### src/rtl/tpw_pkg.sv
// Shared constants and types for the three-step phase wrapping pipeline.
package tpw_pkg;

    // Angle accumulator fraction bits (default) and the arctangent table length
    localparam int ANGLE_FRAC_BITS_DEF = 16;
    localparam int TAB_LEN             = 24;

    // Vector datapath: Q24 values, magnitude below 2^34 after CORDIC gain
    localparam int XY_W    = 36;
    localparam int XY_FRAC = 24;

    // round(sqrt(3) * 2^24)
    localparam logic signed [25:0] SQRT3_Q24 = 26'sd29058991;

    // 255 * 255, full-scale modulation squared
    localparam logic [15:0] BG_SCALE = 16'd65025;

    // Configuration register indexes
    localparam int          CFG_IDX_W          = 1;
    localparam int          CFG_DATA_W         = 8;
    localparam logic [CFG_IDX_W-1:0] REG_THRESHOLD        = 1'b0;
    localparam logic [CFG_IDX_W-1:0] REG_BACKGROUND_LABEL = 1'b1;

    localparam logic [7:0] THRESHOLD_RST        = 8'd16;
    localparam logic [7:0] BACKGROUND_LABEL_RST = 8'd255;

    // Phase code at zero angle
    localparam logic [7:0] PHASE_ZERO = 8'd128;

    // Arctangent of 2^-i in Q24 steps (a turn is 2^32)
    localparam logic [31:0] ATAN_Q24 [0:TAB_LEN-1] = '{
        32'h20000000, 32'h12E4051E, 32'h09FB385B, 32'h051111D4,
        32'h028B0D43, 32'h0145D7E1, 32'h00A2F61E, 32'h00517C55,
        32'h0028BE53, 32'h00145F2F, 32'h000A2F98, 32'h000517CC,
        32'h00028BE6, 32'h000145F3, 32'h0000A2FA, 32'h0000517D,
        32'h000028BE, 32'h0000145F, 32'h00000A30, 32'h00000518,
        32'h0000028C, 32'h00000146, 32'h000000A3, 32'h00000051
    };

    // Control that travels with each word down the cell chain
    typedef struct packed {
        logic valid;
        logic hold;   // angle already final, skip rotation
        logic bg;     // background pixel
    } cord_ctl_t;

endpackage

### src/rtl/tpw_finish.sv
// Truncation of the angle to whole steps and mask label selection.
module tpw_finish
    import tpw_pkg::*;
#(
    parameter int ANGLE_FRAC_BITS = ANGLE_FRAC_BITS_DEF
)
(
    input  logic signed [ANGLE_FRAC_BITS+9:0] z,
    input  logic                              bg,
    input  logic [7:0]                        background_label,
    output logic [7:0]                        wrapped_phase,
    output logic [7:0]                        mask_label
);

    localparam int ZW = ANGLE_FRAC_BITS + 10;

    logic [ZW-1:0] mag;
    logic [7:0]    whole;

    // Truncate toward zero: shift the magnitude, then restore the sign
    always_comb
    begin
        mag   = z[ZW-1] ? unsigned'(-z) : unsigned'(z);
        whole = 8'(mag >> ANGLE_FRAC_BITS);
        if (z[ZW-1])
            whole = -whole;
        wrapped_phase = PHASE_ZERO + whole;
        mask_label    = bg ? background_label : 8'd0;
    end

endmodule

### config.mk
export PLATFORM = sky130hd
export DESIGN_NAME = tpw_finish
export DESIGN_NICKNAME = d
export VERILOG_FILES = /design/src/rtl/tpw_pkg.sv /design/src/rtl/tpw_finish.sv
export SDC_FILE = /design/constraint.sdc
export NUM_CORES = 1
export LEC_CHECK = 0
export BUFFER_PORTS_ARGS = -buffer_cell sky130_fd_sc_hd__buf_2
export CAP_MARGIN = 10
export CORE_AREA = 2 2 39 41
export DETAILED_ROUTE_END_ITERATION = 7
export DIE_AREA = 0 0 41 43
export PLACE_DENSITY_LB_ADDON = 0.08
export RECOVER_POWER = 25
export SYNTH_ARGS = -nofsm -noshare
export SYNTH_HDL_FRONTEND = slang
export SYNTH_SLANG_ARGS = --single-unit
### constraint.sdc
create_clock -name vclk -period 4.2
set_input_delay 0.84 -clock vclk [all_inputs]
set_output_delay 0.84 -clock vclk [all_outputs]
set_load 0.005 [all_outputs]
* Word-level counts from Yosys, hierarchy flattened
Index checks and enable logic that the tools add are counted.
** Storage, ports and cells
- Bits in registers :: 0
- Output and inout port bits :: 16
** Cells by class
- Add/subtract/negate cells :: 3
- Muxes and demuxes :: 3
** Operator list (count)
- 2-to-1 mux 24 bit :: 1
- negator 24 bit :: 1
- 2-to-1 mux 8 bit :: 2
- adder 8 bit, first input constant :: 1
- negator 8 bit :: 1

* Depth between registers and ports, before layout
- Word-level depth :: 5
- Gate-level depth with buffers :: 11
- Depth with buffers taken out :: 11

* Least setup slack after synthesis
No wires, ideal clock.
- Path kind :: input to output
- Start :: input port z[6]
- End :: output port wrapped_phase[6]
- Buffers on the path :: 0
- Data required time :: 3360 ps
- Arrival time :: 2876 ps
- Setup slack :: 484 ps
- Stages on the path :: 10
- Path through :: nor4_2 > nand4_2 > o21ai_0 > xor2_1 > ha_1 > or4b_1 > a21oi_1 > o31a_1 > o21ai_1 > xnor2_1
** Between the ends
- Longest elaborated chain between the ends :: 5
** Ends and longest elaborated chain
- start, declared :: line tpw_finish.sv:8 : input logic signed [ANGLE_FRAC_BITS+9:0] z,
- negator 24 bit (*) :: line tpw_finish.sv:23 : mag = z[ZW-1] ? unsigned'(-z) : unsigned'(z);
- 2-to-1 mux 24 bit (*) :: line tpw_finish.sv:23
- negator 8 bit :: line tpw_finish.sv:26 : whole = -whole;
- 2-to-1 mux 8 bit (*) :: line tpw_finish.sv:25 : if (z[ZW-1])
- adder 8 bit (*) :: line tpw_finish.sv:27 : wrapped_phase = PHASE_ZERO + whole;
- end, declared :: line tpw_finish.sv:11 : output logic [7:0] wrapped_phase,
Mark *: on every way between the ends. The rest lies on a longest branch, timed or not.

* Worst setup path in the final report
Same ends and word-level chain as after synthesis.

==> results.cfg <==
[critical_path]
critPathLaunchType = primary input
path_delay_family = simple AND/OR/NAND/NOR gates
path_class = in -> out
slowest_stage = or4b_1
critPathMaxStageDelay_ps = 450
crit_chain = buf_2, nor4_2, nand4_2, buf_4, nand2_1, xnor2_1, inv_1, ha_2, or4b_1, a21oi_1, o31a_1, o21ai_1, xnor2_1, buf_2
arrival_ps = 3030
end_kind = output pin
path_max_fanout = 8
worstPathRequired_ps = 3360
cp_num_buf_inv = 4

[die]
ios = 51
num_rows = 14
initial_core_util = 0.273
die_h_um = 43
die_x_um = 41
coreArea_sq_um = 1380
die_area_sq_um = 1760

[placed_design]
io_buffers = 50
hpwl_um = 944
gp_congestion = 0.623

[logic_synthesis]
syn_area_sq_um = 378
synth_commonest_cells = and2_1 (8), nand2_1 (4), nor4_2 (4), xnor2_1 (4), xor2_1 (4)
synthTopCellsByArea = and2_1 (13%), nor4_2 (13%), xnor2_1 (9.3%)
yosysMostFrequentCell = and2_1
yosysSeqAreaShare = 0
yosys.area.top_type = and2_1
synth_cell_type_count = 25
avgSynthCellArea_sq_um = 7.56
syn-num-nets = 86
synthesis.instances = 50
synth_top_area_frac = 0.132
ys_warn_count = 0

[flow_run]
max-cap-violations = 0

[sta]
worst_pin_slew_ps = 324
min_period_over_period = 0.921
finalSetupViolCount = 0
finalMaxSlewViolations = 0
finalCriticalPeriod_ps = 3870
rsz0062_at_grt = no
hold_viol_final = 0
max_freq_mhz = 259
fin_hold_ws_ps = 1930
maxSlewHeadroom = 0.783
finalSetupTns_ps = 0

[status]
outcome = completed

[route]
vias = 520
drtIter0Drc = 6
ant_nets = 0
drt-vias-per-instance = 4.56
routed_wl_mm = 1.03
wl_per_cell_um = 9.07
drc_errors = 0
drt-pass1-iter-count = 4

[layout]
drive_gt1_frac = 0.571
final-seq-area_sq_um = 0
nFlopsAndLatches = 0
fin_nets = 136
syn2layout_area_growth_pct = 67.5
clkbuf_count = 0
insertedDiodeCount = 0

[power]
pwr-share-seq = 0
netSwitchingPower_w = 0.0000231
comb_power_share = 1.000
power.internal_w = 0.0000290
netSwitchingFraction = 0.444
p_clk_frac = 0
powerDensity_nw_per_um2 = 82.4
vdd_drop_max_v = 0.0000374
p_leak_nw = 0.308

[global_routing]
grt_pass1_wl_mm = 1.61
grt_max_degree = 10
grt_overflow = 0
grt_pass1_vias = 426
antenna_found_initial = 0
grt_usage = 0.118

[hold_path]
worstHoldPathType = in -> out

[clock_tree]
hold_buffers = 0
post_cts_buffers = 0
power groups by stage:
stage	combinational [W]	sequential (W)	clock, W
after floorplan	0.0000238	0	0
after CTS	0.0000530	0	0
after global placement	0.0000525	0	0
after global routing	0.0000592	0	0
after detailed placement	0.0000528	0	0
final	0.0000521	0	0
logic make-up after synthesis:
kind of cell | Yosys count | synth area share
AND/OR/NAND/NOR | 29 | 0.560
AO/OA/AOI/OAI | 6 | 0.0993
multiplexers | 2 | 0.0563
buffers and inverters | 4 | 0.0662
adder cells (fa/ha/maj) | 1 | 0.0331
XOR/XNOR | 8 | 0.185
path summary, 6_finish.rpt:
kind	startpoint	end	slack, ps	cells past startpoint
setup / recovery	z[6]	wrapped_phase[6]	330	14
hold / removal	z[23]	wrapped_phase[7]	1930	3
tightest hold or removal path: stages:
cell	delay (ps)
buf_2	80
xor2_1	50
buf_2	120
layer usage:
metal / track usage / vias up / part of all wire
met5: 0 / - / 0
met4: 0 / 0 / 0
met3: 0 / 0 / 0.046
met2: 0.213 / 13 / 0.55
met1: 0.158 / 228 / 0.41
li1: - / 279 / -
cell usage in the layout (no fill, tap or decap), types with 2 or more instances in the layout:
cell type / n
buf_2: 47
and2_1: 7
nor4_2: 4
xor2_1: 4
nand2_1: 4
xnor2_1: 4
o21ai_1: 3
clkbuf_1: 3
or4b_1: 2
nand4_1: 2
o31a_1: 2
nor4_1: 2
stage by stage:
stage	utilization	std cells	worst slack, ps	power, W	area [sq um]
2_1_floorplan	-	50	484	0.0000238	378
3_3_place_gp	0.458	114	248	0.0000525	634
3_5_place_dp	0.458	114	232	0.0000528	634
4_1_cts	0.458	114	231	0.0000530	634
5_1_grt	0.458	114	27.7	0.0000592	633
6_report	0.458	114	333	0.0000521	633
what timing repair did:
| item | 4_1_cts | 5_1_grt |
|---|---|---|
| setup endpoints to repair | 0 | 1 |
| resized for setup | 0 | 2 |
| hold endpoints to repair | 0 | 0 |
area by class of cell:
type / instances / area, sq um
multi-input cells: 46 / 355
fillers: 158 / 751
well taps: 16 / 20.0
repair buffers: 51 / 254
inverters: 1 / 3.75
No activity file was read; power rests on OpenSTA's default activity.
