### src/rtl/tpw_pkg.sv
// Shared constants and types for the three-step phase wrapping pipeline.
package tpw_pkg;

    // Angle accumulator fraction bits (default) and the arctangent table length
    localparam int ANGLE_FRAC_BITS_DEF = 16;
    localparam int TAB_LEN             = 24;

    // Vector datapath: Q24 values, magnitude below 2^34 after CORDIC gain
    localparam int XY_W    = 36;
    localparam int XY_FRAC = 24;

    // round(sqrt(3) * 2^24)
    localparam logic signed [25:0] SQRT3_Q24 = 26'sd29058991;

    // 255 * 255, full-scale modulation squared
    localparam logic [15:0] BG_SCALE = 16'd65025;

    // Configuration register indexes
    localparam int          CFG_IDX_W          = 1;
    localparam int          CFG_DATA_W         = 8;
    localparam logic [CFG_IDX_W-1:0] REG_THRESHOLD        = 1'b0;
    localparam logic [CFG_IDX_W-1:0] REG_BACKGROUND_LABEL = 1'b1;

    localparam logic [7:0] THRESHOLD_RST        = 8'd16;
    localparam logic [7:0] BACKGROUND_LABEL_RST = 8'd255;

    // Phase code at zero angle
    localparam logic [7:0] PHASE_ZERO = 8'd128;

    // Arctangent of 2^-i in Q24 steps (a turn is 2^32)
    localparam logic [31:0] ATAN_Q24 [0:TAB_LEN-1] = '{
        32'h20000000, 32'h12E4051E, 32'h09FB385B, 32'h051111D4,
        32'h028B0D43, 32'h0145D7E1, 32'h00A2F61E, 32'h00517C55,
        32'h0028BE53, 32'h00145F2F, 32'h000A2F98, 32'h000517CC,
        32'h00028BE6, 32'h000145F3, 32'h0000A2FA, 32'h0000517D,
        32'h000028BE, 32'h0000145F, 32'h00000A30, 32'h00000518,
        32'h0000028C, 32'h00000146, 32'h000000A3, 32'h00000051
    };

    // Control that travels with each word down the cell chain
    typedef struct packed {
        logic valid;
        logic hold;   // angle already final, skip rotation
        logic bg;     // background pixel
    } cord_ctl_t;

endpackage

### src/rtl/tpw_front.sv
// Front end: differences, quadrant turn, Q24 vector and background test.
module tpw_front
    import tpw_pkg::*;
#(
    parameter int ANGLE_FRAC_BITS = ANGLE_FRAC_BITS_DEF
)
(
    input  logic                                  clk,
    input  logic                                  rst_n,
    input  logic                                  en,
    input  logic                                  in_valid,
    input  logic [7:0]                            sample_0,
    input  logic [7:0]                            sample_1,
    input  logic [7:0]                            sample_2,
    input  logic [7:0]                            threshold,
    output cord_ctl_t                             ctl,
    output logic signed [XY_W-1:0]                x,
    output logic signed [XY_W-1:0]                y,
    output logic signed [ANGLE_FRAC_BITS+9:0]     z
);

    localparam int ZW = ANGLE_FRAC_BITS + 10;
    localparam logic signed [ZW-1:0] QUARTER = ZW'(64) << ANGLE_FRAC_BITS;
    localparam logic signed [ZW-1:0] HALF    = ZW'(128) << ANGLE_FRAC_BITS;

    // Stage 1: differences and sum
    logic              s1_valid_reg;
    logic signed [8:0] a1_reg;
    logic signed [9:0] b1_reg;
    logic [9:0]        sum1_reg;

    // Stage 2: squares and threshold product
    logic              s2_valid_reg;
    logic signed [8:0] a2_reg;
    logic signed [9:0] b2_reg;
    logic [15:0]       asq_reg;
    logic [17:0]       bsq_reg;
    logic [17:0]       ts_reg;
    logic              sz2_reg;

    // Stage 3: vector and both sides of the modulation test
    logic                   s3_valid_reg;
    logic                   hold3_reg;
    logic                   sz3_reg;
    logic signed [XY_W-1:0] x3_reg;
    logic signed [XY_W-1:0] y3_reg;
    logic signed [ZW-1:0]   z3_reg;
    logic [35:0]            lhs_reg;
    logic [35:0]            rhs_reg;

    logic signed [17:0]     asq_full;
    logic signed [19:0]     bsq_full;
    logic signed [8:0]      am;
    logic signed [XY_W-1:0] prod;
    logic signed [XY_W-1:0] bsh;
    logic signed [XY_W-1:0] nbsh;
    logic                   rot;
    logic                   a_pos;
    logic [18:0]            q;
    logic signed [XY_W-1:0] x3_next;
    logic signed [XY_W-1:0] y3_next;
    logic signed [ZW-1:0]   z3_next;
    logic                   hold3_next;

    always_ff @(posedge clk or negedge rst_n)
    begin
        if (!rst_n)
        begin
            s1_valid_reg <= 1'b0;
            s2_valid_reg <= 1'b0;
            s3_valid_reg <= 1'b0;
        end
        else if (en)
        begin
            s1_valid_reg <= in_valid;
            s2_valid_reg <= s1_valid_reg;
            s3_valid_reg <= s2_valid_reg;
        end
    end

    assign asq_full = 18'(a1_reg) * 18'(a1_reg);
    assign bsq_full = 20'(b1_reg) * 20'(b1_reg);

    // Left half plane: turn by a quarter so that x > 0
    always_comb
    begin
        a_pos      = (a2_reg > 9'sd0);
        rot        = b2_reg[9] && (a2_reg != 9'sd0);
        am         = a2_reg[8] ? -a2_reg : a2_reg;
        if (!rot)
            am = a2_reg;
        prod       = XY_W'(am) * XY_W'(SQRT3_Q24);
        bsh        = XY_W'(b2_reg) <<< XY_FRAC;
        nbsh       = -bsh;
        hold3_next = (a2_reg == 9'sd0) || (b2_reg == 10'sd0);
        if (rot)
        begin
            x3_next = prod;
            y3_next = a_pos ? nbsh : bsh;
            z3_next = a_pos ? QUARTER : -QUARTER;
        end
        else
        begin
            x3_next = bsh;
            y3_next = prod;
            z3_next = '0;
        end
        // Axis cases: the angle is exact
        if (a2_reg == 9'sd0)
            z3_next = b2_reg[9] ? HALF : '0;
        else if (b2_reg == 10'sd0)
            z3_next = a_pos ? QUARTER : -QUARTER;
        q = 19'(3) * 19'(asq_reg) + 19'(bsq_reg);
    end

    always_ff @(posedge clk)
    begin
        if (en)
        begin
            a1_reg    <= $signed({1'b0, sample_0}) - $signed({1'b0, sample_2});
            b1_reg    <= $signed({1'b0, sample_1, 1'b0}) - $signed({2'b00, sample_0})
                         - $signed({2'b00, sample_2});
            sum1_reg  <= 10'(sample_0) + 10'(sample_1) + 10'(sample_2);

            a2_reg    <= a1_reg;
            b2_reg    <= b1_reg;
            asq_reg   <= asq_full[15:0];
            bsq_reg   <= bsq_full[17:0];
            ts_reg    <= 18'(threshold) * 18'(sum1_reg);
            sz2_reg   <= (sum1_reg == 10'd0);

            x3_reg    <= x3_next;
            y3_reg    <= y3_next;
            z3_reg    <= z3_next;
            hold3_reg <= hold3_next;
            sz3_reg   <= sz2_reg;
            lhs_reg   <= 36'(q) * 36'(BG_SCALE);
            rhs_reg   <= 36'(ts_reg) * 36'(ts_reg);
        end
    end

    assign ctl.valid = s3_valid_reg;
    assign ctl.hold  = hold3_reg;
    assign ctl.bg    = sz3_reg || (lhs_reg < rhs_reg);
    assign x         = x3_reg;
    assign y         = y3_reg;
    assign z         = z3_reg;

endmodule

### config.mk
export PLATFORM = sky130hd
export DESIGN_NAME = tpw_front
export DESIGN_NICKNAME = d
export VERILOG_FILES = /design/src/rtl/tpw_pkg.sv /design/src/rtl/tpw_front.sv
export SDC_FILE = /design/constraint.sdc
export NUM_CORES = 2
export LEC_CHECK = 0
export BUFFER_PORTS_ARGS = -buffer_cell sky130_fd_sc_hd__buf_2
export CAP_MARGIN = 5
export CORE_MARGIN = 5
export CORE_UTILIZATION = 55
export CTS_CLUSTER_SIZE = 16
export DETAILED_ROUTE_END_ITERATION = 6
export GPL_TIMING_DRIVEN = 0
export MAX_ROUTING_LAYER = met4
export PLACE_DENSITY = 0.83
export SYNTH_ARGS = -nofsm -noshare
export SYNTH_HDL_FRONTEND = slang
export SYNTH_SLANG_ARGS = --single-unit
export TNS_END_PERCENT = 20
### constraint.sdc
create_clock -name clk -period 7.9 [get_ports clk]
set_clock_uncertainty 0.05 [all_clocks]
set_input_delay 0.395 -clock clk [delete_from_list [all_inputs] [get_ports clk]]
set_output_delay 0.395 -clock clk [all_outputs]
set_load 0.05 [all_outputs]
# Yosys cells after proc, flatten, opt, wreduce, memory -nomap -nowiden
# Index checks and enable logic that the tools add are counted.
[totals]
reg_bits = 275
out_inout_bits = 101
wordCells = 54
[classes]
addsub = 8
mul = 7
magnitude_cmp = 2
muxes = 10
reduce_logical = 7
[ops]
columns = ["op", "count"]
rows = [
  ["$mux W36", 3],
  ["$mux W26", 4],
  ["$lt A35 B36 Y1", 1],
  ["$mul A18 B18 Y36", 1],
  ["$neg A34 Y36", 1],
  ["$mul A19 B16 Y35 const B", 1],
  ["$mul A9 B26 Y35 const B", 1],
  ["$mux W24", 1],
  ["$logic_not A10 Y1", 2],
  ["$add A18 B18 Y19", 1],
  ["$mul A10 B10 Y18", 1],
  ["$mul A2 B16 Y18 const A", 1],
  ["$mul A8 B10 Y18", 1],
  ["$mux W9", 2],
  ["$mul A9 B9 Y16", 1],
  ["$add A9 B8 Y10", 1],
  ["$sub A10 B9 Y10", 1],
  ["$sub A9 B8 Y10", 1],
  ["$add A8 B8 Y9", 1],
  ["$gt A9 B1 Y1 const B", 1],
  ["$logic_not A9 Y1", 1],
  ["$neg A9 Y9", 1],
  ["$reduce_bool A9 Y1", 1],
  ["$sub A8 B8 Y9", 1],
  ["other kinds (2)", 3],
]

# Longest topological paths before layout
[depth]
ltp_word = 5
ltp_mapped = 31
mapped_depth_nobuf = 30

# Least setup slack after synthesis
# No wires, ideal clock.
[synth_timing]
path_kind = "reg2reg"
from = "register asq_reg[3]"
to = "register lhs_reg[34], data pin"
setup_ns = 0.260
t_arrival_ns = 7.388
t_required_ns = 7.590
setup_slack_ns = 0.202
path_stages_with_launch = 31
path_buffers = 0
synth_period_minus_slack_ns = 7.698
cell_sequence = "edfxtp_1 -> fa_1 -> ha_1 -> a21o_1 -> a21oi_1 -> o31a_1 -> a21oi_1 -> a41o_1 -> o41ai_1 -> o21bai_1 -> a21o_1 -> xor2_1 -> fa_1 -> inv_1 -> fa_1 -> inv_1 -> fa_1 -> inv_1 -> fa_1 -> inv_1 -> ha_1 -> ha_1 -> ha_1 -> a21o_1 -> a21o_1 -> a21o_1 -> a41o_1 -> nand4_1 -> nand4b_1 -> a21oi_1 -> xnor2_1"
[synth_between]
elab_chain_len = 3
[synth_rtl]
columns = ["item", "line", "rtl"]
rows = [
  ["start: declaration", "tpw_front.sv:36", "logic [15:0] asq_reg;"],
  ["start signal: assignment", "tpw_front.sv:127", "asq_reg <= asq_full[15:0];"],
  ["$mul A2 B16 Y18", "tpw_front.sv:113", "q = 19'(3) * 19'(asq_reg) + 19'(bsq_reg);"],
  ["$add A18 B18 Y19", "tpw_front.sv:113", ""],
  ["$mul A19 B16 Y35", "tpw_front.sv:137", "lhs_reg <= 36'(q) * 36'(BG_SCALE);"],
  ["end signal: assignment", "tpw_front.sv:137", ""],
  ["end: declaration", "tpw_front.sv:48", "logic [35:0] lhs_reg;"],
]
# No other way between the ends.
# A chain may end at the register's enable or synchronous reset.

# Worst setup path in the final report
[layout_timing]
from = "register bsq_reg[3]"
to = "register lhs_reg[34], data pin"
[layout_between]
elab_chain_len = 2
[layout_rtl]
columns = ["item", "line", "rtl"]
rows = [
  ["start: declaration", "tpw_front.sv:37", "logic [17:0] bsq_reg;"],
  ["start signal: assignment", "tpw_front.sv:128", "bsq_reg <= bsq_full[17:0];"],
  ["$add A18 B18 Y19", "tpw_front.sv:113", ""],
  ["$mul A19 B16 Y35", "tpw_front.sv:137", ""],
]
# No other way between the ends.

==> results.cfg <==
[outcome]
run_status = finished clean

[final_layout]
final_cell_mix = sky130_fd_sc_hd__inv_1 (846), sky130_fd_sc_hd__fa_1 (563), sky130_fd_sc_hd__ha_1 (520)
drive_above_1_share = 0.0752
final_design_area_excluding_fillers_um2 = 40000
flow.area_growth_from_synthesis_pct = 9.15
multiInputGateArea_um2 = 26200
largest_register_ff_count = 36
layout_commonest_cell = sky130_fd_sc_hd__inv_1
area.sequential_um2 = 7370
nFillCells = 5169
postLayoutCoreUtil = 0.607
final_nets = 4856

[synth]
ys_types = 63
synth.yosys.seq_area_share = 0.201
synth_enable_flop_cells = 243
combined_area_of_all_synthesized_cells_um2 = 36600
yosys_warnings = 0
syn-instance-count = 3547
fraction_of_registers_with_async_set_or_reset_after_synthesis = 0.0122
syn-mean-instance-area_um2 = 10.3
synth_seq_cells = 246
top_flip_flop_cell_by_instance_count_after_synthesis = sky130_fd_sc_hd__edfxtp_1

[routing]
drc_errors = 0
drt_first_pass_iters = 5
wl_per_cell_um = 17.1
wirelength_um = 78900
ant_nets = 0
dr.first_iter.drc_count = 1256
via_per_inst = 5.35
num_vias = 24721

[cts]
cts_tree = built
cts_made_buffers = 28
cts_num_sinks = 246
worst_path_clk_slew_ns = 0.06
max_root_sink_buffers = 3
h-tree-depth = 1
clkLatencyLatePin_ns = 0.59
ctsRootBufferMaster = sky130_fd_sc_hd__clkbuf_16

[timing]
final_min_period_over_clock_period = 0.984
worst_pin_slew_ns = 0.885
drv_slew = 0
totalNegativeSetupSlack_ns = 0
timing.final.setup_violations = 0
final_hold_viol_count = 0
maxClockFrequency_ghz = 0.129
unrepaired_setup_endpoints_after_global_routing = true
maxSlewHeadroom = 0.410
finalCriticalPeriod_ns = 7.77
timing.hold.ws_ns = 0.0995

[setup_path]
rrSetupSlack_ns = 0.13
endpoint_kind = flip-flop
timing.reg2reg.worst_path_depth = 30
path_class = reg -> reg
cp.arrival_ns = 8.03
worst-endpoint-required_ns = 8.15
cp_slowest_stage_delay_ns = 0.60
worst_setup_path_start_kind = flip-flop
critical_path.reg2reg.endpoint = lhs_reg[34]$_DFFE_PP_
worstSetupStartpoint = bsq_reg[3]$_DFFE_PP_
crit_path_top_delay_cell = sky130_fd_sc_hd__fa_1
critical_path.max_fanout = 4
crit-reg2reg-launch = bsq_reg[3]$_DFFE_PP_

[floorplan]
start_util = 0.556
chipWidth_um = 268
ioPinCount = 137
total_die_area_um2 = 71800
fp.dieH_um = 268
coreArea_um2 = 65900
floorplan.rows = 94

[worst_hold_path]
hold_path_class = in -> async

[placed_design]
finalWeightedCongestion = 0.969
port-buffer-count = 109
place.detailed.hpwl_um = 64700
placement.cell_area_um2 = 38400

[global_route]
number_of_antenna_violations_at_the_first_check_in_global_routing = 8
grt_remaining_overflow = 0
grt_max_degree = 134
via_count_of_the_first_global_routing_pass = 26522
track_usage = 0.226
first_pass_grt_wire_length_um = 129000

[flow_run]
maxCapViolations = 0
==> cells in the mapped netlist, types with 3 or more instances <==
cell                        count  share of area
sky130_fd_sc_hd__a31o_2         5         0.0012
sky130_fd_sc_hd__dfrtp_1        3         0.0021
sky130_fd_sc_hd__a211oi_1      13         0.0027
sky130_fd_sc_hd__a211o_1        4        0.00096
sky130_fd_sc_hd__a41o_1         4         0.0011
sky130_fd_sc_hd__a21o_1        61          0.013
sky130_fd_sc_hd__nor3_1        22         0.0030
sky130_fd_sc_hd__nor4_1         6         0.0010
sky130_fd_sc_hd__fa_1         564           0.31
sky130_fd_sc_hd__a2111oi_0      5         0.0012
sky130_fd_sc_hd__nand4_1        9         0.0015
sky130_fd_sc_hd__and4_1         4        0.00096
sky130_fd_sc_hd__and3_1        11         0.0019
sky130_fd_sc_hd__o31ai_1        6         0.0012
sky130_fd_sc_hd__buf_4         26         0.0053
sky130_fd_sc_hd__mux2_2         5         0.0015
sky130_fd_sc_hd__inv_1        851          0.087
sky130_fd_sc_hd__xor2_1        70          0.017
sky130_fd_sc_hd__or4_1          4        0.00082
sky130_fd_sc_hd__nor2_1       132          0.014
sky130_fd_sc_hd__or2_2         10         0.0017
sky130_fd_sc_hd__a21boi_0       3        0.00062
sky130_fd_sc_hd__o21bai_1      29         0.0059
sky130_fd_sc_hd__o21ai_0       76          0.010
sky130_fd_sc_hd__o21a_1        11         0.0023
sky130_fd_sc_hd__o2111ai_1      4        0.00096
sky130_fd_sc_hd__edfxtp_1     243           0.20
sky130_fd_sc_hd__xnor2_1      142          0.034
sky130_fd_sc_hd__a31oi_1       16         0.0027
sky130_fd_sc_hd__o41ai_1        6         0.0014
sky130_fd_sc_hd__nand2b_1      17         0.0029
sky130_fd_sc_hd__nor2b_1       22         0.0038
sky130_fd_sc_hd__or3_1          4        0.00068
sky130_fd_sc_hd__a21oi_1      135          0.018
sky130_fd_sc_hd__clkbuf_1      54         0.0055
sky130_fd_sc_hd__and2_1       161          0.028
sky130_fd_sc_hd__mux2i_1        3        0.00082
sky130_fd_sc_hd__ha_1         529           0.18
sky130_fd_sc_hd__o211ai_1       9         0.0018
sky130_fd_sc_hd__nand3_1       23         0.0031
sky130_fd_sc_hd__nand2_1      218          0.022
==> metal layers <==
layer  vias to the layer above  part of all wire  global-route usage
met5                         -                 0                   -
met4                         0             0.029              0.0562
met3                       152             0.062              0.0367
met2                       725              0.50               0.384
met1                     12299              0.41               0.287
li1                      11545                 -                   -
==> cells by family after synthesis <==
kind of cell	after synthesis	synth area share
XOR/XNOR	213	0.0512
other	1	0.000102
flip-flops	246	0.201
buffers and inverters	931	0.0981
AND/OR/NAND/NOR	650	0.0866
multiplexers	8	0.00236
adder cells (fa/ha/maj)	1095	0.490
AO/OA/AOI/OAI	403	0.0705
==> through the flow <==
stage,setup slack [ns],std cells
CTS,-0.0525,4599
finish,0.125,4624
global route,-0.109,4620
floorplan,0.202,3568
global placement,-0.332,4541
detailed placement,-0.481,4542
==> worst max-delay path by stage <==
stage	to	slack (ns)
6_report	lhs_reg[34]$_DFFE_PP_	0.13
5_1_grt	lhs_reg[34]$_DFFE_PP_	-0.11
4_1_cts	lhs_reg[34]$_DFFE_PP_	-0.05
3_5_place_dp	lhs_reg[34]$_DFFE_PP_	-0.48
3_3_place_gp	lhs_reg[34]$_DFFE_PP_	-0.33
2_1_floorplan	lhs_reg[34]$_DFFE_PP_	0.20
==> what timing repair did <==
action / in CTS / in global routing
pin swaps: 3 / 19
gates cloned: 0 / 0
endpoints found under the setup margin: 22 / 22
buffers inserted: 4 / 15
hold buffers: 2 / 0
resized for setup: 21 / 52
endpoints found under the hold margin: 4 / 0
==> final cells by class <==
type,instances,area share
clock inverter,18,0.00642
inverter,851,0.0799
multi-input combinational,2391,0.655
tap,864,0.0271
buffer,78,0.00983
sequential,246,0.184
timing repair buffer,131,0.0187
clock buffer,33,0.0180
antenna,12,0.000752
==> worst max-delay path: cells and delay by family, from the launching register on <==
kind | cells | cell delay [ns]
AOI/OAI and AO/OA | 13 | 2.57
xor gates and xnor gates | 2 | 0.26
adders and majority gates | 9 | 3.75
buffers and inverters | 4 | 0.24
DFF | 1 | 0.41
and+or+nand+nor | 2 | 0.23
Power is not shown: default switching activity piles up to over one toggle a cycle in this logic, so the estimate is an artifact.
