$ cat src/rtl/tpw_pkg.sv
// Shared constants and types for the three-step phase wrapping pipeline.
package tpw_pkg;

    // Angle accumulator fraction bits (default) and the arctangent table length
    localparam int ANGLE_FRAC_BITS_DEF = 16;
    localparam int TAB_LEN             = 24;

    // Vector datapath: Q24 values, magnitude below 2^34 after CORDIC gain
    localparam int XY_W    = 36;
    localparam int XY_FRAC = 24;

    // round(sqrt(3) * 2^24)
    localparam logic signed [25:0] SQRT3_Q24 = 26'sd29058991;

    // 255 * 255, full-scale modulation squared
    localparam logic [15:0] BG_SCALE = 16'd65025;

    // Configuration register indexes
    localparam int          CFG_IDX_W          = 1;
    localparam int          CFG_DATA_W         = 8;
    localparam logic [CFG_IDX_W-1:0] REG_THRESHOLD        = 1'b0;
    localparam logic [CFG_IDX_W-1:0] REG_BACKGROUND_LABEL = 1'b1;

    localparam logic [7:0] THRESHOLD_RST        = 8'd16;
    localparam logic [7:0] BACKGROUND_LABEL_RST = 8'd255;

    // Phase code at zero angle
    localparam logic [7:0] PHASE_ZERO = 8'd128;

    // Arctangent of 2^-i in Q24 steps (a turn is 2^32)
    localparam logic [31:0] ATAN_Q24 [0:TAB_LEN-1] = '{
        32'h20000000, 32'h12E4051E, 32'h09FB385B, 32'h051111D4,
        32'h028B0D43, 32'h0145D7E1, 32'h00A2F61E, 32'h00517C55,
        32'h0028BE53, 32'h00145F2F, 32'h000A2F98, 32'h000517CC,
        32'h00028BE6, 32'h000145F3, 32'h0000A2FA, 32'h0000517D,
        32'h000028BE, 32'h0000145F, 32'h00000A30, 32'h00000518,
        32'h0000028C, 32'h00000146, 32'h000000A3, 32'h00000051
    };

    // Control that travels with each word down the cell chain
    typedef struct packed {
        logic valid;
        logic hold;   // angle already final, skip rotation
        logic bg;     // background pixel
    } cord_ctl_t;

endpackage

$ cat src/rtl/tpw_cordic_cell.sv
// One vectoring CORDIC iteration with its stage register.
module tpw_cordic_cell
    import tpw_pkg::*;
#(
    parameter int ANGLE_FRAC_BITS = ANGLE_FRAC_BITS_DEF,
    parameter int IDX             = 0
)
(
    input  logic                              clk,
    input  logic                              rst_n,
    input  logic                              en,
    input  cord_ctl_t                         in_ctl,
    input  logic signed [XY_W-1:0]            x_in,
    input  logic signed [XY_W-1:0]            y_in,
    input  logic signed [ANGLE_FRAC_BITS+9:0] z_in,
    output cord_ctl_t                         out_ctl,
    output logic signed [XY_W-1:0]            x_out,
    output logic signed [XY_W-1:0]            y_out,
    output logic signed [ANGLE_FRAC_BITS+9:0] z_out
);

    localparam int ZW = ANGLE_FRAC_BITS + 10;
    localparam logic signed [ZW-1:0] STEP =
        ZW'(ATAN_Q24[IDX] >> (TAB_LEN - ANGLE_FRAC_BITS));

    cord_ctl_t              ctl_reg;
    logic signed [XY_W-1:0] x_reg;
    logic signed [XY_W-1:0] y_reg;
    logic signed [ZW-1:0]   z_reg;
    logic signed [XY_W-1:0] x_next;
    logic signed [XY_W-1:0] y_next;
    logic signed [ZW-1:0]   z_next;
    logic signed [XY_W-1:0] dx;
    logic signed [XY_W-1:0] dy;
    logic                   y_pos;

    always_comb
    begin
        dx    = y_in >>> IDX;
        dy    = x_in >>> IDX;
        y_pos = !y_in[XY_W-1] && (y_in != '0);
        if (in_ctl.hold)
        begin
            x_next = x_in;
            y_next = y_in;
            z_next = z_in;
        end
        else if (y_pos)
        begin
            x_next = x_in + dx;
            y_next = y_in - dy;
            z_next = z_in + STEP;
        end
        else
        begin
            x_next = x_in - dx;
            y_next = y_in + dy;
            z_next = z_in - STEP;
        end
    end

    always_ff @(posedge clk or negedge rst_n)
    begin
        if (!rst_n)
            ctl_reg <= '0;
        else if (en)
            ctl_reg <= in_ctl;
    end

    always_ff @(posedge clk)
    begin
        if (en)
        begin
            x_reg <= x_next;
            y_reg <= y_next;
            z_reg <= z_next;
        end
    end

    assign out_ctl = ctl_reg;
    assign x_out   = x_reg;
    assign y_out   = y_reg;
    assign z_out   = z_reg;

    // A finished angle passes through untouched
    a_hold_keeps_angle: assert property (@(posedge clk) disable iff (!rst_n)
        en && in_ctl.valid && in_ctl.hold |=> z_reg == $past(z_in))
        else $error("held angle changed in cell");

    // x starts positive after the quarter turn and never shrinks
    a_x_positive: assert property (@(posedge clk) disable iff (!rst_n)
        en && in_ctl.valid && !in_ctl.hold |=> !x_reg[XY_W-1])
        else $error("cordic x went negative");

endmodule

$ cat config.mk
export PLATFORM = sky130hd
export DESIGN_NAME = tpw_cordic_cell
export DESIGN_NICKNAME = d
export VERILOG_FILES = /design/src/rtl/tpw_pkg.sv /design/src/rtl/tpw_cordic_cell.sv
export SDC_FILE = /design/constraint.sdc
export NUM_CORES = 1
export LEC_CHECK = 0
export ABC_AREA = 1
export BUFFER_PORTS_ARGS = -buffer_cell sky130_fd_sc_hd__buf_4
export CELL_PAD_IN_SITES_DETAIL_PLACEMENT = 1
export CELL_PAD_IN_SITES_GLOBAL_PLACEMENT = 1
export CORE_UTILIZATION = 30
export DETAILED_ROUTE_END_ITERATION = 7
export GPL_ROUTABILITY_DRIVEN = 1
export PLACE_DENSITY_LB_ADDON = 0.1
export SETUP_SLACK_MARGIN = 0.4
export SYNTH_ARGS = -nofsm -noshare
export SYNTH_HDL_FRONTEND = slang
export SYNTH_SLANG_ARGS = --single-unit
$ cat constraint.sdc
create_clock -name clk -period 1 [get_ports clk]
set_input_delay 0.2 -clock clk [delete_from_list [all_inputs] [get_ports clk]]
set_output_delay 0.2 -clock clk [all_outputs]
set_load 0.005 [all_outputs]
-- Word-level counts from Yosys, hierarchy flattened
Cells that the tools add are included.
- flip-flop bits (word level): 101
- word-level logic and storage cells: 20
- output and inout bits: 101
- bits of input ports: 104
- add/subtract/negate cells: 5
- reductions and logical operators: 3
- mux-type cells: 6
- operators by type and width (cell ; number):
    $mux 36 ; 4
    $sub 36x36->36 ; 2
    $mux 26 ; 2
    $add 36x36->36 ; 1
    $reduce_bool 36->1 ; 1
    $add 26x23->26 const B ; 1
    $sub 26x23->26 const B ; 1
    $logic_and 1x1->1 ; 1
    $logic_not 1->1 ; 1

-- Longest topological paths before layout
Gate-level depths: netlist (run 1).
- depth in word-level cells: 4
- mapped depth: 20
- gate-level depth less buffers: 19

-- Least setup slack after synthesis (run 1)
Ideal clock, no wire load.
- path type: input -> register
- from: in y_in[1]
- to: reg z_reg[25] (netlist: z_out[25]) (data pin)
- path slack: -1.192 ns
- stages on the path: 14
- arrival: 1.934 ns
- path buffers: 2
- required time: 0.742 ns
- library setup time: 0.258 ns
- cells stage by stage: inv_1 -> nand3_1 -> nor3_1 -> nand4_1 -> nand2_1 -> inv_2 -> buf_6 -> buf_4 -> fa_1 -> inv_1 -> a31oi_1 -> nand2_1 -> nand3_1 -> xnor2_1
- cells in the longest elaborated chain, start to end: 4
- RTL lines (what ; RTL line ; source):
    start: declaration ; tpw_cordic_cell.sv:14 ; input logic signed [XY_W-1:0] y_in,
    $reduce_bool 36->1 ; tpw_cordic_cell.sv:41 ; y_pos = !y_in[XY_W-1] && (y_in != '0);
    $logic_and 1x1->1 ; tpw_cordic_cell.sv:41 ;
    $mux 26 ; tpw_cordic_cell.sv:48 ; else if (y_pos)
    $mux 26 ; tpw_cordic_cell.sv:42 ; if (in_ctl.hold)
    named net z_next[25] ; tpw_cordic_cell.sv:32 ; logic signed [ZW-1:0] z_next;
    end signal: assignment ; tpw_cordic_cell.sv:76 ; z_reg <= z_next;
    end: declaration ; tpw_cordic_cell.sv:29 ; logic signed [ZW-1:0] z_reg;
The timed path passes the listed nets, and every way through them passes these cells.
A chain may end at the register's enable or synchronous reset.

-- Worst setup path in the final report (run 1)
- from: in x_in[10]
- to: reg x_reg[27] (netlist: x_out[27]) (data pin)
- cells in the longest elaborated chain, start to end: 3
- elaborated cells between the ends (all ways): 4
- classes of those cells: 2 x add/sub; 2 x mux
- RTL lines (what ; RTL line ; source):
    start: declaration ; tpw_cordic_cell.sv:13 ; input logic signed [XY_W-1:0] x_in,
    $sub 36x36->36 or $add 36x36->36 (tied branches) ; tpw_cordic_cell.sv:56, tpw_cordic_cell.sv:50 ;
    $mux 36 (*) ; tpw_cordic_cell.sv:48 ;
    $mux 36 (*) ; tpw_cordic_cell.sv:42 ;
    named net x_next[27] ; tpw_cordic_cell.sv:30 ; logic signed [XY_W-1:0] x_next;
    end signal: assignment ; tpw_cordic_cell.sv:74 ; x_reg <= x_next;
    end: declaration ; tpw_cordic_cell.sv:27 ; logic signed [XY_W-1:0] x_reg;
The timed path passes the listed nets; every way through them passes the cells marked *.

==> impl_metrics.env, run 1 <==
export IMPL_clockRootBuffer="clkbuf_16"
export IMPL_drive_above_1_share=0.620
export IMPL_yosysWarnings=0
export IMPL_drt_wl_total_um=79500
export IMPL_timing_fmax_mhz=472
export IMPL_dp_slack_ns=-1.60
export IMPL_finalMaxSlewViolations=0
export IMPL_nFillCells=4648
export IMPL_track_usage=0.339
export IMPL_drtIter0Drc=1240
export IMPL_worstSetupPathType="in2reg"
export IMPL_hpwlAfterDp_um=53900
export IMPL_vias_per_cell=5.33
export IMPL_die_area_um2=41200
export IMPL_hold_viol_final=21
export IMPL_worstHoldEndpoint="z_out[8]"
export IMPL_min_path_type="in2reg"
export IMPL_slew_headroom=0.657
export IMPL_nets=2870
export IMPL_dr_pass1_iters=5
export IMPL_rows=73
export IMPL_antenna_left=0
export IMPL_clk_path_buf_depth=2
export IMPL_drc_errors=0
export IMPL_syn_avg_cell_area_um2=6.38
export IMPL_grt_pass1_wl_um=104000
export IMPL_min_period_ns=2.12
export IMPL_hold_depth=1
export IMPL_r2r_cells=4
export IMPL_worst_pin_slew_ns=0.509
export IMPL_start_util=0.304
export IMPL_routedWlPerCell_um=25.0
export IMPL_crit_required_ns=1.17
export IMPL_status="complete, but fails checks"
export IMPL_ios=205
export IMPL_insertion_delay_ns=0.40
export IMPL_max_cap_viol_count=0
export IMPL_skew_ns=0
export IMPL_syn_inst=1901
export IMPL_ys_seq_area_frac=0.249
export IMPL_h_tree_depth=3
export IMPL_p_per_area_nw_per_um2=1010
export IMPL_portBuffers=204
export IMPL_fin_crit_sh=2.12
export IMPL_grt_max_degree=39
export IMPL_cts_tree="built"
export IMPL_r2r_setup_slack_ns=0.12
export IMPL_cp_max_fo=7
export IMPL_ys_seq_elements=101
export IMPL_synth_fp_nets=2121
export IMPL_synth_flop_cell="edfxtp_1"
export IMPL_startpoint_type="input pin"
export IMPL_clkTransAtPathRegs_ns=0.09
export IMPL_tns_ns=-82.27
export IMPL_rsz0062_at_grt="true"
export IMPL_ctsHoldBuffers=1
export IMPL_r2r_end="out_ctl[1]"
export IMPL_r2r_start="out_ctl[1]"
export IMPL_holdWs_ns=-0.0241
export IMPL_antennaDiodeCount=0
export IMPL_cp_data_arrival_time_ns=2.29
export IMPL_netlist_area_um2=12100
export IMPL_cts_buffers=9
export IMPL_gp_congestion=1.00
export IMPL_min_delay_start="z_in[8]"
export IMPL_ys_types=43
export IMPL_antenna_found_initial=0
export IMPL_via_count=16953
export IMPL_cellLeakagePower_nw=11.7
export IMPL_vdd_drop_max_v=0.00103
export IMPL_violations="negative hold slack, negative setup slack"
export IMPL_setup_viol=175
export IMPL_gr_total_overflow=0
export IMPL_die_x_um=203
export IMPL_synth_async_reset_ratio=0.0297
export IMPL_synth_edff_count=98
export IMPL_core_um2=39800
export IMPL_fin_ws_ns=-1.12
export IMPL_clkSinkCount=101
export IMPL_grt_pass1_vias=16870
export IMPL_cp_end_kind="register"
export IMPL_fp_dieH_um=203
export IMPL_area_growth_pct=104
## sequential cells by signal, indices dropped and copies added, names as in the netlist
| signal | count |
|---|---|
| x_out | 36 |
| z_out | 26 |
| y_out | 36 |
| out_ctl | 3 |
## synthesized netlist by cell type, types with 9 or more instances
cell,n,share of area
buf_4,14,0.0087
a31oi_1,11,0.0057
xor2_1,41,0.030
o21bai_1,22,0.014
inv_1,271,0.084
clkbuf_1,12,0.0037
inv_2,9,0.0028
buf_6,9,0.0084
a21oi_1,135,0.056
nor2_2,15,0.0077
ha_1,112,0.12
nor2_1,163,0.050
nand4_1,12,0.0062
o21ai_1,13,0.0054
nand2_1,615,0.19
o21ai_0,92,0.038
nand2_2,10,0.0052
nor3_1,16,0.0066
o211ai_1,13,0.0080
buf_2,18,0.0074
edfxtp_1,98,0.24
nand3_1,147,0.061
## metal layers
layer	track usage	vias up	part of all wire
met1	0.458	8387	0.42
li1	-	7605	-
met2	0.562	741	0.46
met4	0.109	0	0.053
met3	0.0382	220	0.063
met5	0	-	0
## metrics by stage
stage	std cells	total power (W)	area [um^2]	hold WS, ns	utilization
floorplan	1901	0.0107	13700	-0.0956	-
global placement	2991	0.0161	18800	-0.0102	0.471
detailed placement	2991	0.0162	18800	-0.00764	0.471
CTS	3114	0.0226	22500	-0.0456	0.565
global route	3180	0.0257	24800	-0.0240	0.622
finish	3180	0.0250	24800	-0.0241	0.622
## kinds of logic (layout without fill, tap and decap cells)
group / Yosys count / in the layout / share of synthesized area
buffers and inverters: 340 / 1094 / 0.119
AO/OA/AOI/OAI: 303 / 303 / 0.137
XOR/XNOR: 44 / 44 / 0.0318
flip-flops: 101 / 101 / 0.249
multiplexers: 2 / 2 / 0.00186
AND/OR/NAND/NOR: 995 / 995 / 0.339
adder cells (fa/ha/maj): 116 / 116 / 0.122
## critical path: stages
cell	delay (ns)
buf_8	0.09
inv_4	0.04
ha_4	0.38
inv_4	0.07
a21oi_4	0.26
nand2_2	0.18
inv_1	0.14
nand2_1	0.09
nand2_2	0.09
nand3_4	0.18
nand2_4	0.12
buf_4	0.11
nand3_2	0.06
nand3_2	0.09
nand2_2	0.08
nand2_1	0.07
nand2_1	0.05
## placed cells by master, fill, tap and decap left out, types with 18 or more instances in the layout
master | synthesis | layout
buf_6 | 9 | 142
nand3_1 | 147 | 72
ha_4 | 0 | 36
ha_1 | 112 | 64
nor2_4 | 3 | 74
o21ai_1 | 13 | 52
xor2_1 | 41 | 29
nand2_4 | 0 | 75
inv_4 | 0 | 30
edfxtp_1 | 98 | 98
inv_1 | 271 | 175
buf_12 | 0 | 47
nand2_1 | 615 | 345
nand3_2 | 1 | 55
buf_4 | 14 | 573
a21oi_4 | 0 | 39
inv_2 | 9 | 58
a21oi_1 | 135 | 31
o21ai_2 | 2 | 32
a21oi_2 | 4 | 69
nor2_2 | 15 | 37
nor2_1 | 163 | 70
buf_8 | 0 | 18
nand2_2 | 10 | 187
nand2_8 | 0 | 18
nand3_4 | 0 | 21
## where the power goes
group,total [W],internal [W],switching (W)
Clock,0.00399,0.00198,0.00201
Combinational,0.0156,0.00703,0.00855
Sequential,0.00539,0.00521,0.000180
Total,0.0250,0.0142,0.0107
## area by class of cell
type / instances / area (um^2) / share of cell area
flip-flops and latches: 101 / 3020 / 0.122
multi-input cells: 1460 / 12000 / 0.483
inverters: 280 / 1260 / 0.0507
clock buffers: 9 / 225 / 0.00910
repair buffers: 798 / 7570 / 0.306
clock inverters: 7 / 80.1 / 0.00323
well taps: 525 / 657 / 0.0265
## worst max-delay path by stage
| stage | depth (start not counted) | start | end | slack, ns |
|---|---|---|---|---|
| global placement | 12 | y_in[26] | x_out[29] | -1.59 |
| global route | 12 | y_in[12] | z_out[24] | -1.18 |
| detailed placement | 12 | y_in[26] | x_out[29] | -1.60 |
| CTS | 14 | y_in[26] | z_out[24] | -0.96 |
| floorplan | 14 | y_in[23] | z_out[25] | -1.02 |
| finish | 17 | x_in[10] | x_out[27] | -1.12 |
## what timing repair did
action | CTS | global route
gates cloned | 8 | 6
resized for setup | 618 | 407
endpoints found under the hold margin | 24 | 21
setup endpoints to repair | 195 | 252
buffers inserted | 98 | 60
pin swaps | 251 | 221
No activity file was read; power rests on OpenSTA's default activity.
==> run 2: changes to the inputs <==
Clock period 1 ns to 2.18 ns, I/O delays scaled along.
==> impl_metrics.env, run 2 (synthesis gave the netlist of run 1 again) <==
export IMPL_status="complete, but fails checks"
export IMPL_violations="negative setup slack"
export IMPL_fin_crit_sh=1.06
export IMPL_p_sw_frac=0.425
export IMPL_path_cells="buf_6 -> inv_6 -> ha_4 -> buf_6 -> nor2_4 -> inv_4 -> nor2_4 -> nand2_2 -> o211ai_1 -> xor2_1 -> nand2_1 -> o211ai_1 -> o21ai_1"
export IMPL_p_per_area_nw_per_um2=460
export IMPL_p_clk_frac=0.159
export IMPL_grt_pass1_wl_um=96400
export IMPL_gr_total_overflow=0
export IMPL_dr_pass1_iters=5
export IMPL_track_usage=0.313
export IMPL_vias_per_cell=5.06
export IMPL_antenna_found_initial=1
export IMPL_rows=73
export IMPL_crit_required_ns=2.33
export IMPL_critPathMaxStageDelay_ns=0.32
export IMPL_worstSetupPathType="in2reg"
export IMPL_routedWlPerCell_um=22.2
export IMPL_final_cell_mix="595 x buf_4, 386 x nand2_1, 171 x inv_1, 151 x nand2_2, 98 x edfxtp_1"
export IMPL_startpoint_type="input pin"
export IMPL_cp_end_kind="register"
export IMPL_skew_ns=0
export IMPL_drive_above_1_share=0.576
export IMPL_drtIter0Drc=817
export IMPL_max_cap_viol_count=0
export IMPL_clkSinkCount=101
export IMPL_die_x_um=203
export IMPL_grt_max_degree=45
export IMPL_cp_data_arrival_time_ns=2.46
export IMPL_nets=2804
export IMPL_area_growth_pct=88.8
export IMPL_fin_ws_ns=-0.136
export IMPL_seqPwrFrac=0.233
export IMPL_fp_dieH_um=203
export IMPL_pwr_share_comb=0.608
export IMPL_cellLeakagePower_nw=10.9
export IMPL_hold_viol_final=0
export IMPL_cp_slowest_cell="xor2_1"
export IMPL_ios=205
export IMPL_placedCellCount=2973
export IMPL_antenna_left=0
export IMPL_final_common_cell="buf_4"
export IMPL_timing_fmax_mhz=432
export IMPL_insertion_delay_ns=0.40
export IMPL_hpwlAfterDp_um=52600
export IMPL_portBuffers=204
export IMPL_setup_viol=9
export IMPL_cts_tree="built"
export IMPL_internal_power_w=0.00605
export IMPL_utilization=0.575
export IMPL_nFillCells=4832
export IMPL_via_count=15772
export IMPL_worst_pin_slew_ns=0.503
export IMPL_min_path_type="in2reg"
export IMPL_crit_buf_inv=4
export IMPL_gp_congestion=0.975
export IMPL_cts_buffers=9
export IMPL_finalMaxSlewViolations=0
export IMPL_die_area_um2=41200
export IMPL_antennaDiodeCount=0
export IMPL_drt_wl_total_um=69200
export IMPL_stdcell_count=3114
export IMPL_vdd_drop_max_v=0.000423
export IMPL_switchingPower_w=0.00448
export IMPL_clockRootBuffer="clkbuf_16"
export IMPL_start_util=0.304
export IMPL_crit_family="compound AO/OA/AOI/OAI gates"
export IMPL_grt_pass1_vias=15981
export IMPL_fin_total_pwr_w=0.0105
export IMPL_slew_headroom=0.663
export IMPL_clk_path_buf_depth=2
export IMPL_h_tree_depth=3
export IMPL_core_um2=39800
export IMPL_clkTransAtPathRegs_ns=0.09
export IMPL_cp_max_fo=6
export IMPL_rsz0062_at_grt="true"
export IMPL_drc_errors=0
export IMPL_min_period_ns=2.32
## run 2: timing repair
action	4_1_cts	5_1_grt
setup buffers	74	46
resized for setup	376	415
cloned	2	2
endpoints found under the hold margin	3	0
pin swaps	129	166
setup endpoints to repair	74	74
hold buffers	1	0
## run 2: stage by stage
step                      cell area, um^2  setup slack, ns  hold WS [ns]  setup TNS [ns]
after floorplan                     13700          -0.0857         0.140         -0.0857
after global placement              18500           -0.632         0.227          -29.22
after detailed placement            18500           -0.606         0.229          -31.31
after CTS                           20900           0.0315         0.187               0
after global routing                22900           -0.184         0.201           -2.55
final                               22900           -0.136         0.206          -0.477
## run 2: area by class of cell
type	count	area [um^2]	area share
clock buffers	9	225	0.00984
clock inverters	7	57.6	0.00251
inverters	280	1240	0.0544
multi-input cells	1460	11300	0.495
flip-flops and latches	101	3020	0.132
well taps	525	657	0.0287
repair buffers	732	6370	0.278
## run 2: layer usage
| layer | GRT usage | vias up | share of wire |
|---|---|---|---|
| met2 | 0.503 | 460 | 0.47 |
| li1 | - | 7435 | - |
| met4 | 0.102 | 2 | 0.029 |
| met3 | 0.0327 | 88 | 0.045 |
| met1 | 0.435 | 7787 | 0.46 |
| met5 | 0 | - | 0.00010 |
## run 2: power by group through the flow
stage / combinational, W / clock (W) / sequential [W]
6_report: 0.00640 / 0.00168 / 0.00245
5_1_grt: 0.00676 / 0.00177 / 0.00247
4_1_cts: 0.00555 / 0.00173 / 0.00245
3_5_place_dp: 0.00487 / 0 / 0.00249
3_3_place_gp: 0.00480 / 0 / 0.00249
2_1_floorplan: 0.00240 / 0 / 0.00252
## run 2: final timing paths
kind                         endpoint  slack, ns  cells after the start  startpoint
max                         y_out[11]      -0.14                     13     x_in[9]
min                         z_out[19]       0.21                      1    z_in[19]
max reg2reg                out_ctl[0]       1.41                      1  out_ctl[0]
min reg2reg                out_ctl[2]       0.53                      1  out_ctl[2]
max in group asynchronous  out_ctl[1]       1.72                      2       rst_n
min in group asynchronous  out_ctl[0]       0.37                      2       rst_n
==> run 3: changes to the inputs <==
Clock period 2.18 ns to 2.1 ns, I/O delays scaled along.
==> impl_metrics.env, run 3 (synthesis gave the netlist of run 1 again) <==
export IMPL_status="complete, but fails checks"
export IMPL_violations="negative setup slack"
export IMPL_setup_viol=58
export IMPL_r2r_start="out_ctl[0]"
export IMPL_die_area_um2=41200
export IMPL_core_um2=39800
export IMPL_wl_met2_um=36600
export IMPL_rows=73
export IMPL_clkSinkCount=101
export IMPL_via_count=16609
export IMPL_final_common_cell="buf_4"
export IMPL_slew_headroom=0.595
export IMPL_utilization=0.617
export IMPL_cellLeakagePower_nw=11.7
export IMPL_cts_buffers=9
export IMPL_antenna_found_initial=1
export IMPL_timing_fmax_mhz=432
export IMPL_area_growth_pct=103
export IMPL_hold_viol_final=0
export IMPL_gr_total_overflow=0
export IMPL_grt_pass1_wl_um=103000
export IMPL_portBuffers=204
export IMPL_critPathMaxStageDelay_ns=0.31
export IMPL_holdWs_ns=0.192
export IMPL_routed_top_layer="met4"
export IMPL_min_path_type="in2reg"
export IMPL_min_delay_start="z_in[6]"
export IMPL_cp_data_arrival_time_ns=2.46
export IMPL_start_util=0.304
export IMPL_cp_max_fo=7
export IMPL_cp_slowest_cell="ha_4"
export IMPL_drt_wl_total_um=77200
export IMPL_h_tree_depth=3
export IMPL_fin_crit_sh=1.10
export IMPL_drive_above_1_share=0.624
export IMPL_dr_pass1_iters=5
export IMPL_rsz0062_at_grt="true"
export IMPL_worst_pin_slew_ns=0.606
export IMPL_finalMaxSlewViolations=0
export IMPL_crit_required_ns=2.25
export IMPL_track_usage=0.334
export IMPL_fp_dieH_um=203
export IMPL_wl_met3_um=4020
export IMPL_wl_met1_um=33100
export IMPL_min_period_ns=2.31
export IMPL_cp_end_kind="register"
export IMPL_clockRootBuffer="clkbuf_16"
export IMPL_startpoint_type="input pin"
export IMPL_cp_startpoint="y_in[8]"
export IMPL_nets=2866
export IMPL_drc_errors=0
export IMPL_fin_ws_ns=-0.213
export IMPL_design_area_um2=24600
export IMPL_p_per_area_nw_per_um2=481
export IMPL_clk_path_buf_depth=2
export IMPL_clkTransAtPathRegs_ns=0.08
export IMPL_worstSetupPathType="in2reg"
export IMPL_gp_congestion=0.965
export IMPL_grt_pass1_vias=16727
export IMPL_cpMostUsedCell="nand2_1"
export IMPL_routedWlPerCell_um=24.3
export IMPL_ios=205
export IMPL_final_cell_mix="584 x buf_4, 342 x nand2_1, 172 x nand2_2, 159 x inv_1, 150 x buf_6"
export IMPL_tns_ns=-4.64
export IMPL_dp_slack_ns=-0.671
export IMPL_dpl_cell_area_um2=18600
export IMPL_path_cells="buf_6 -> ha_4 -> nand2_1 -> nand2_1 -> nand2_1 -> nand2_1 -> a21oi_2 -> buf_4 -> nor2_1 -> nor2_2 -> nand3_1 -> nand2_1 -> nor2_1 -> nor2_1 -> a21oi_2"
export IMPL_vdd_drop_max_v=0.000462
export IMPL_insertion_delay_ns=0.39
export IMPL_skew_ns=0
export IMPL_hpwlAfterDp_um=53100
export IMPL_vias_per_cell=5.23
export IMPL_grt_max_degree=52
export IMPL_drtIter0Drc=950
export IMPL_antenna_left=0
export IMPL_max_cap_viol_count=0
export IMPL_die_x_um=203
export IMPL_cts_tree="built"
run 3: layout make-up:
cell class	instances	area (um^2)
Fill cell	4613	15200
Multi-Input combinational cell	1460	12100
Timing Repair Buffer	794	7230
Sequential cell	101	3020
Inverter	280	1270
Tap cell	525	657
Clock buffer	9	225
Clock inverter	7	91.3
Antenna cell	1	2.50
run 3: metrics by stage:
stage | power, W | std cells
after CTS | 0.0109 | 3101
final | 0.0118 | 3177
after detailed placement | 0.00769 | 2987
after global routing | 0.0123 | 3176
after global placement | 0.00761 | 2987
after floorplan | 0.00511 | 1901
run 3: final timing paths:
path | slack [ns] | depth (start not counted) | endpoint
setup reg to reg | 1.32 | 1 | out_ctl[0]
min in group asynchronous | 0.34 | 2 | out_ctl[2]
hold / removal | 0.19 | 1 | z_out[6]
setup / recovery | -0.21 | 15 | y_out[35]
max in group asynchronous | 1.67 | 2 | out_ctl[0]
hold reg to reg | 0.52 | 1 | out_ctl[2]
run 3: per-layer routing:
layer,up-vias,track usage
li1,7591,-
met5,-,0
met1,8236,0.455
met2,605,0.556
met3,177,0.0303
met4,0,0.106
run 3: worst max-delay path: cells and delay by family:
kind	cells	cell delay, ns
adder cells (fa/ha/maj)	1	0.31
AO/OA/AOI/OAI	2	0.33
AND/OR/NAND/NOR	10	1.12
buffers and inverters	2	0.27
run 3: power breakdown:
group	switching, W	internal (W)	total (W)
clock	0.000980	0.000958	0.00194
combinational	0.00405	0.00330	0.00734
sequential	0.0000712	0.00248	0.00255
total	0.00510	0.00673	0.0118
run 3: repair_timing:
item | CTS | global route
setup endpoints to repair | 74 | 74
pin swaps | 265 | 281
buffers inserted | 92 | 72
endpoints found under the hold margin | 3 | 0
resized for setup | 748 | 315
hold buffers | 1 | 0
gates cloned | 5 | 3
